==> config.mk <==
export PLATFORM = sky130hd
export DESIGN_NAME = ipv4_dotted_decimal_parser
export DESIGN_NICKNAME = d
export VERILOG_FILES = /design/src/rtl/ipv4p_pkg.sv /design/src/rtl/ipv4p_step.sv /design/src/rtl/ipv4p_skid.sv /design/src/rtl/ipv4_dotted_decimal_parser.sv
export SDC_FILE = /design/constraint.sdc
export NUM_CORES = 1
export LEC_CHECK = 0
export CAP_MARGIN = 10
export CORE_UTILIZATION = 57
export CTS_CLUSTER_DIAMETER = 60
export DETAILED_ROUTE_END_ITERATION = 10
export DONT_BUFFER_PORTS = 1
export GPL_ROUTABILITY_DRIVEN = 0
export GPL_TIMING_DRIVEN = 0
export PLACE_DENSITY_LB_ADDON = 0.05
export SLEW_MARGIN = 10
export SYNTH_ARGS = -nofsm -noshare
export SYNTH_HDL_FRONTEND = slang
export SYNTH_SLANG_ARGS = --single-unit
==> constraint.sdc <==
create_clock -name clk -period 5.84 [get_ports clk]
set_input_delay 0.876 -clock clk [delete_from_list [all_inputs] [get_ports clk]]
set_output_delay 0.876 -clock clk [all_outputs]
set_load 0.02 [all_outputs]
==> src/rtl/ipv4p_pkg.sv <==
// ipv4p_pkg: types and constants shared by the dotted-decimal parser files.
// Holds the result record, parser phase codes and the character codes.
// No dependencies.
`default_nettype none

package ipv4p_pkg;

  // Parser phase codes
  localparam logic [1:0] PH_SKIP   = 2'd0;
  localparam logic [1:0] PH_PARSE  = 2'd1;
  localparam logic [1:0] PH_IGNORE = 2'd2;

  // Character codes
  localparam logic [7:0] CH_NUL   = 8'h00;
  localparam logic [7:0] CH_TAB   = 8'h09;
  localparam logic [7:0] CH_LF    = 8'h0A;
  localparam logic [7:0] CH_CR    = 8'h0D;
  localparam logic [7:0] CH_SPACE = 8'h20;
  localparam logic [7:0] CH_DOT   = 8'h2E;
  localparam logic [7:0] CH_ZERO  = 8'h30;
  localparam logic [7:0] CH_NINE  = 8'h39;

  localparam logic [11:0] OCTET_MAX   = 12'd255;
  localparam logic [1:0]  LAST_OCTET  = 2'd3;

  // One parse result
  typedef struct packed {
    logic       ok;
    logic [7:0] octet_a;
    logic [7:0] octet_b;
    logic [7:0] octet_c;
    logic [7:0] octet_d;
  } result_t;

endpackage

`default_nettype wire

==> src/rtl/ipv4p_step.sv <==
// ipv4p_step: parser state registers and the per-character next-state logic.
// Updates on each accepted character and flags a result when one is decided.
// Depends on ipv4p_pkg.
`default_nettype none

module ipv4p_step (
  input  wire logic               clk,
  input  wire logic               rst,
  input  wire logic               take,
  input  wire logic [7:0]         ch,
  output logic                    emit,
  output ipv4p_pkg::result_t      result
);

  logic [1:0] phase, phase_next;
  logic [1:0] octet_index, octet_index_next;
  logic       digit_seen, digit_seen_next;
  logic [7:0] accumulator, accumulator_next;
  logic [7:0] stored0, stored0_next;
  logic [7:0] stored1, stored1_next;
  logic [7:0] stored2, stored2_next;

  logic        is_digit;
  logic        is_blank;
  logic        is_term;
  logic [11:0] value;

  // Character classes
  assign is_digit = (ch >= ipv4p_pkg::CH_ZERO) && (ch <= ipv4p_pkg::CH_NINE);
  assign is_blank = (ch == ipv4p_pkg::CH_SPACE) || (ch == ipv4p_pkg::CH_TAB);
  assign is_term  = (ch == ipv4p_pkg::CH_NUL) || is_blank ||
                    (ch == ipv4p_pkg::CH_CR) || (ch == ipv4p_pkg::CH_LF);

  // acc * 10 + digit, as shifts and adds
  assign value = {1'b0, accumulator, 3'b000} + {3'b000, accumulator, 1'b0} +
                 {8'h00, ch[3:0] - ipv4p_pkg::CH_ZERO[3:0]};

  // Next state and result
  always_comb begin
    logic good;
    logic fin;
    good             = 1'b0;
    fin              = 1'b0;
    phase_next       = phase;
    octet_index_next = octet_index;
    digit_seen_next  = digit_seen;
    accumulator_next = accumulator;
    stored0_next     = stored0;
    stored1_next     = stored1;
    stored2_next     = stored2;

    if (phase != ipv4p_pkg::PH_SKIP && phase != ipv4p_pkg::PH_PARSE) begin
      if (ch == ipv4p_pkg::CH_NUL) begin
        phase_next = ipv4p_pkg::PH_SKIP;
      end
    end else if (phase == ipv4p_pkg::PH_SKIP && is_blank) begin
      phase_next = phase;
    end else begin
      phase_next = ipv4p_pkg::PH_PARSE;
      if (is_digit) begin
        if (value > ipv4p_pkg::OCTET_MAX) begin
          fin = 1'b1;
        end else begin
          accumulator_next = value[7:0];
          digit_seen_next  = 1'b1;
        end
      end else if (!digit_seen) begin
        fin = 1'b1;
      end else if (octet_index != ipv4p_pkg::LAST_OCTET) begin
        if (ch != ipv4p_pkg::CH_DOT) begin
          fin = 1'b1;
        end else begin
          unique case (octet_index)
            2'd0:    stored0_next = accumulator;
            2'd1:    stored1_next = accumulator;
            default: stored2_next = accumulator;
          endcase
          octet_index_next = octet_index + 2'd1;
          accumulator_next = 8'h00;
          digit_seen_next  = 1'b0;
        end
      end else begin
        fin  = 1'b1;
        good = is_term;
      end
    end

    emit           = fin;
    result.ok      = good;
    result.octet_a = good ? stored0 : 8'h00;
    result.octet_b = good ? stored1 : 8'h00;
    result.octet_c = good ? stored2 : 8'h00;
    result.octet_d = good ? accumulator : 8'h00;

    // A decision clears the parse and picks the next phase
    if (fin) begin
      octet_index_next = 2'd0;
      digit_seen_next  = 1'b0;
      accumulator_next = 8'h00;
      stored0_next     = 8'h00;
      stored1_next     = 8'h00;
      stored2_next     = 8'h00;
      phase_next       = (ch == ipv4p_pkg::CH_NUL) ? ipv4p_pkg::PH_SKIP
                                                   : ipv4p_pkg::PH_IGNORE;
    end
  end

  // State registers
  always_ff @(posedge clk) begin
    if (rst) begin
      phase       <= ipv4p_pkg::PH_SKIP;
      octet_index <= 2'd0;
      digit_seen  <= 1'b0;
      accumulator <= 8'h00;
      stored0     <= 8'h00;
      stored1     <= 8'h00;
      stored2     <= 8'h00;
    end else if (take) begin
      phase       <= phase_next;
      octet_index <= octet_index_next;
      digit_seen  <= digit_seen_next;
      accumulator <= accumulator_next;
      stored0     <= stored0_next;
      stored1     <= stored1_next;
      stored2     <= stored2_next;
    end
  end

  // A decision never leaves the block in the octet phase
  a_fin_leaves_parse: assert property (@(posedge clk) disable iff (rst)
    emit |-> (phase_next != ipv4p_pkg::PH_PARSE))
    else $error("decision left parser in octet phase");

endmodule

`default_nettype wire

==> src/rtl/ipv4p_skid.sv <==
// ipv4p_skid: two-entry output buffer (output register plus skid register).
// Lets the parser keep taking characters while one result waits.
// Depends on ipv4p_pkg.
`default_nettype none

module ipv4p_skid (
  input  wire logic                clk,
  input  wire logic                rst,
  input  wire logic                push,
  input  wire ipv4p_pkg::result_t  push_data,
  output logic                     full,
  output logic                     out_valid,
  input  wire logic                out_stall,
  output ipv4p_pkg::result_t       out_data
);

  logic               skid_valid;
  ipv4p_pkg::result_t skid_data;
  logic               out_take;

  assign out_take = out_valid && !out_stall;
  assign full     = skid_valid;

  // Output register fills from the skid entry first, then from the parser
  always_ff @(posedge clk) begin
    if (rst) begin
      out_valid  <= 1'b0;
      skid_valid <= 1'b0;
    end else if (!out_valid || out_take) begin
      if (skid_valid) begin
        out_valid  <= 1'b1;
        skid_valid <= 1'b0;
      end else begin
        out_valid  <= push;
      end
    end else if (push) begin
      skid_valid <= 1'b1;
    end
  end

  // Payload, no reset
  always_ff @(posedge clk) begin
    if (!out_valid || out_take) begin
      if (skid_valid) begin
        out_data <= skid_data;
      end else if (push) begin
        out_data <= push_data;
      end
    end else if (push) begin
      skid_data <= push_data;
    end
  end

  a_skid_behind_out: assert property (@(posedge clk) disable iff (rst)
    skid_valid |-> out_valid)
    else $error("skid entry held with empty output register");

  a_no_push_full: assert property (@(posedge clk) disable iff (rst)
    push |-> !skid_valid)
    else $error("result pushed into full buffer");

  a_err_zero: assert property (@(posedge clk) disable iff (rst)
    (out_valid && !out_data.ok) |-> (out_data.octet_a == 8'h00 &&
      out_data.octet_b == 8'h00 && out_data.octet_c == 8'h00 &&
      out_data.octet_d == 8'h00))
    else $error("error result carries non-zero octets");

endmodule

`default_nettype wire

==> src/rtl/ipv4_dotted_decimal_parser.sv <==
// ipv4_dotted_decimal_parser: streaming IPv4 dotted-decimal address parser.
// Top level; depends on ipv4p_pkg, ipv4p_step and ipv4p_skid.
//
// Usage:
//   Input channel (in_valid, in_stall, ch) carries one character per
//   transfer; a zero byte ends a string. Leading spaces and tabs are
//   skipped, then four decimal octets separated by dots are parsed.
//   Output channel (out_valid, out_stall, ok, octet_a..octet_d) carries one
//   result per string, produced by the character that decides it; after
//   an early decision the rest of the string up to its zero byte is
//   dropped. On error ok is 0 and all octets are zero.
//   Throughput: one character per clock while in_stall is low. The parser state updates in the
//   cycle of the transfer; the whole step is one pass of short logic.
//   Result path: the result of the deciding character is registered in the output
//   register, or in the skid register while the output register holds a stalled result.
//   Stall: results queue in a two-entry buffer (output plus skid register);
//   in_stall rises only when both entries hold results, and stays low
//   otherwise, so characters keep flowing while one result waits.
//   Reset (rst, synchronous): parser returns to the leading-blank phase
//   with all octets cleared, and the output buffer empties.
`default_nettype none

module ipv4_dotted_decimal_parser (
  input  wire logic       clk,
  input  wire logic       rst,
  input  wire logic       in_valid,
  output logic            in_stall,
  input  wire logic [7:0] ch,
  output logic            out_valid,
  input  wire logic       out_stall,
  output logic            ok,
  output logic [7:0]      octet_a,
  output logic [7:0]      octet_b,
  output logic [7:0]      octet_c,
  output logic [7:0]      octet_d
);

  logic               take;
  logic               emit;
  logic               full;
  ipv4p_pkg::result_t step_result;
  ipv4p_pkg::result_t out_data;

  assign in_stall = full;
  assign take     = in_valid && !full;

  // Parser state and step logic
  ipv4p_step u_step (
    .clk    (clk),
    .rst    (rst),
    .take   (take),
    .ch     (ch),
    .emit   (emit),
    .result (step_result)
  );

  // Result buffer
  ipv4p_skid u_skid (
    .clk       (clk),
    .rst       (rst),
    .push      (take && emit),
    .push_data (step_result),
    .full      (full),
    .out_valid (out_valid),
    .out_stall (out_stall),
    .out_data  (out_data)
  );

  assign ok      = out_data.ok;
  assign octet_a = out_data.octet_a;
  assign octet_b = out_data.octet_b;
  assign octet_c = out_data.octet_c;
  assign octet_d = out_data.octet_d;

endmodule

`default_nettype wire

==> reports/results.ini <==
[worst_setup_path]
cp_max_fo = 18
critical_path_arrival_ns = 4.55
crit_type = reg -> reg
worst_ep_required_time_ns = 5.91
worstSetupStartpointType = flip-flop
end_kind = flip-flop

[worst_hold_path]
hold_path.class = reg -> reg

[power_and_ir_drop]
leakagePower_nw = 1.869
p_switching_mw = 0.3255
vdd_drop_max_mv = 0.1027
swShare_pct = 24.51
p_int_mw = 1.003
powerDensity_nw_per_um2 = 256.6
power_frac_comb_pct = 4.0
p_clk_share_pct = 32.9
power_mw = 1.328
seqPwrFrac_pct = 63.2

[yosys]
synth-async-reset-ratio_pct = 0
synth_seq_area_share_pct = 57.65
syn-num-nets = 399
synth_edf_count = 66
synthCells = 367
ys_seq_elements = 105
synth_ff_type = edfxtp_1
ys_warn_count = 0
netlist_area_sq_um = 4792
ys_types = 54
synth.avg_cell_area_sq_um = 13.06

[drt]
drt-initial-drc-count = 97
wl_per_cell_um = 18.35
drc_errors = 0
route.vias.total = 2889
drtAntennaViolNets = 0
dr.pass1.iters = 4
viasPerCell = 5.896
routed_wl_mm = 8.991

[sta]
setup_viol = 0
slew_violations = 0
final.period_utilization_pct = 76.62
layout_min_cycle_time_ns = 4.475
finalSetupTns_ns = 0
slew_headroom_pct = 28.83
rsz0062_at_grt = no
worst_slew_pin_slew_ns = 1.061
finalHoldViolCount = 0
fmax_ghz = 0.2235
finClkSkew_ns = 0.01223

[cts]
ctsRootBufferMaster = clkbuf_8
cts.repair.resized = 0
cts_made_buffers = 9
htreeDepth = 3
clk_latency_ns = 0.37
postCtsSetupBuffers = 0
path_clk_slew_ns = 0.10
cts_hold_buffers = 0
cts_buffer_depth = 2
cts_num_sinks = 105
cts_tree = yes

[floorplan]
start_util_pct = 58.62
rows = 33
die_area_sq_um = 8778
die_y_um = 93.69
io_pins = 47
die_x_um = 93.69
coreArea_sq_um = 8175

[final_layout]
final_layout_size_suffix_gt1_share_pct = 17.92
fin_nets = 412
diodes = 0
syn2layout_area_growth_pct = 8.016

[grt]
grt_pass1_wl_mm = 14.69
track_usage_pct = 22.33
grt_max_degree = 30
grt-ovfl-total = 0
antenna_found_initial = 0
grt_pass1_vias = 2883

[place]
dp.final_hpwl_mm = 6.502
port_buffers = 0

[run]
drv_cap = 0

[status]
status = finished, final reports clean

[area by class of cell]
type | instances | area, sq um
fill | 634 | 2999
inverter | 10 | 37.54
tap | 105 | 131.4
buffer | 10 | 45.04
clock buffer | 10 | 137.6
timing repair buffer | 2 | 35.03
multi-input combinational | 242 | 1969
sequential | 105 | 2763
clock inverter | 6 | 57.56
[power groups by stage]
stage               Clock, mW  Sequential (mW)  Combinational (mW)
floorplan                   0            0.855              0.0367
global placement            0            0.857              0.0469
detailed placement          0            0.857              0.0530
CTS                     0.442            0.839              0.0532
global route            0.473            0.842              0.0585
finish                  0.437            0.839              0.0527
[final timing paths]
kind,from,cells past startpoint,slack (ns),to
max reg2reg,u_step.accumulator[0]$_SDFFE_PP0P_,12,1.37,u_skid.skid_data[11]$_DFFE_PP_
min reg2reg,u_step.stored2[1]$_SDFFE_PP0P_,1,0.47,u_step.stored2[1]$_SDFFE_PP0P_
min,u_step.stored2[1]$_SDFFE_PP0P_,1,0.47,u_step.stored2[1]$_SDFFE_PP0P_
max,u_step.accumulator[0]$_SDFFE_PP0P_,12,1.37,u_skid.skid_data[11]$_DFFE_PP_
[synthesized netlist by cell type (3+ instances only)]
master     instances  area, sq um
edfxtp_1          66         1982
dfxtp_1           39        780.8
mux2_2            33        371.6
and2_1            32        200.2
a22o_1            22        192.7
ha_1              18        225.2
a21oi_1           17        85.08
nand2_1           14        52.55
nor2_1            13        48.80
inv_1             10        37.54
clkbuf_1           8        30.03
nand2b_1           8        50.05
o2bb2ai_1          7        61.31
a211oi_1           6        45.04
nand3_1            6        30.03
nor2b_1            6        37.54
nor3_1             6        30.03
nand4_1            5        31.28
o21ai_0            5        25.02
a31oi_1            3        18.77
or4_1              3        22.52
[flip-flops by register name, indices dropped and copies added (netlist names)]
| name | flops |
|---|---|
| u_step.stored0 | 8 |
| u_step.octet_index | 2 |
| u_step.accumulator | 8 |
| u_step.stored2 | 8 |
| u_skid.out_valid | 1 |
| u_skid.out_data | 33 |
| u_step.digit_seen | 1 |
| u_skid.full | 1 |
| u_step.phase | 2 |
| u_skid.skid_data | 33 |
| u_step.stored1 | 8 |
[cells by family (layout without fill, tap and decap cells)]
logic type	count (synthesis)	in the layout	share of synthesized area [%]
adder cells (fa/ha/maj)	20	20	5.535
AO/OA/AOI/OAI	77	77	12.51
XOR/XNOR	3	3	0.7051
flip-flops	105	105	57.65
multiplexers	35	35	8.172
buffers and inverters	20	38	1.723
AND/OR/NAND/NOR	107	107	13.71
[through the flow]
step,instance area [sq um],util [%],hold WS [ns],std cells,setup WS [ns]
CTS,5176,63.32,0.4690,490,1.335
finish,5176,63.32,0.4693,490,1.365
floorplan,4797,-,0.4242,367,0.5303
global placement,4928,60.28,0.4373,472,-0.1792
global route,5176,63.32,0.4825,490,1.168
detailed placement,4981,60.93,0.4426,474,0.9796
[routing by layer]
metal  track usage, %  up-vias  share of wire (%)
met2            35.22       61                 47
met1            30.87     1405                 49
met3            5.502        5                3.4
met4            5.897        0               0.80
met5                0        -                  0
li1                 -     1418                  -
[cell usage in the layout, fill, tap and decap left out, types with 13 or more instances in the layout]
cell type,n
a22o_1,22
dfxtp_1,39
mux2_2,33
and2_1,32
nand2_1,14
nor2_1,13
edfxtp_1,66
a21oi_1,16
ha_1,18
[critical path, stage by stage (launching register included)]
cell       delay (ns)
dfxtp_1          0.48
inv_1            0.14
fa_1             0.51
inv_1            0.07
fa_1             0.47
a211oi_1         0.33
nor2_1           0.15
mux2i_1          0.26
a2111oi_4        0.13
a31oi_4          0.39
nand2_1          0.24
nor3_4           0.73
buf_8            0.27
No activity file was read; power rests on OpenSTA's default activity.
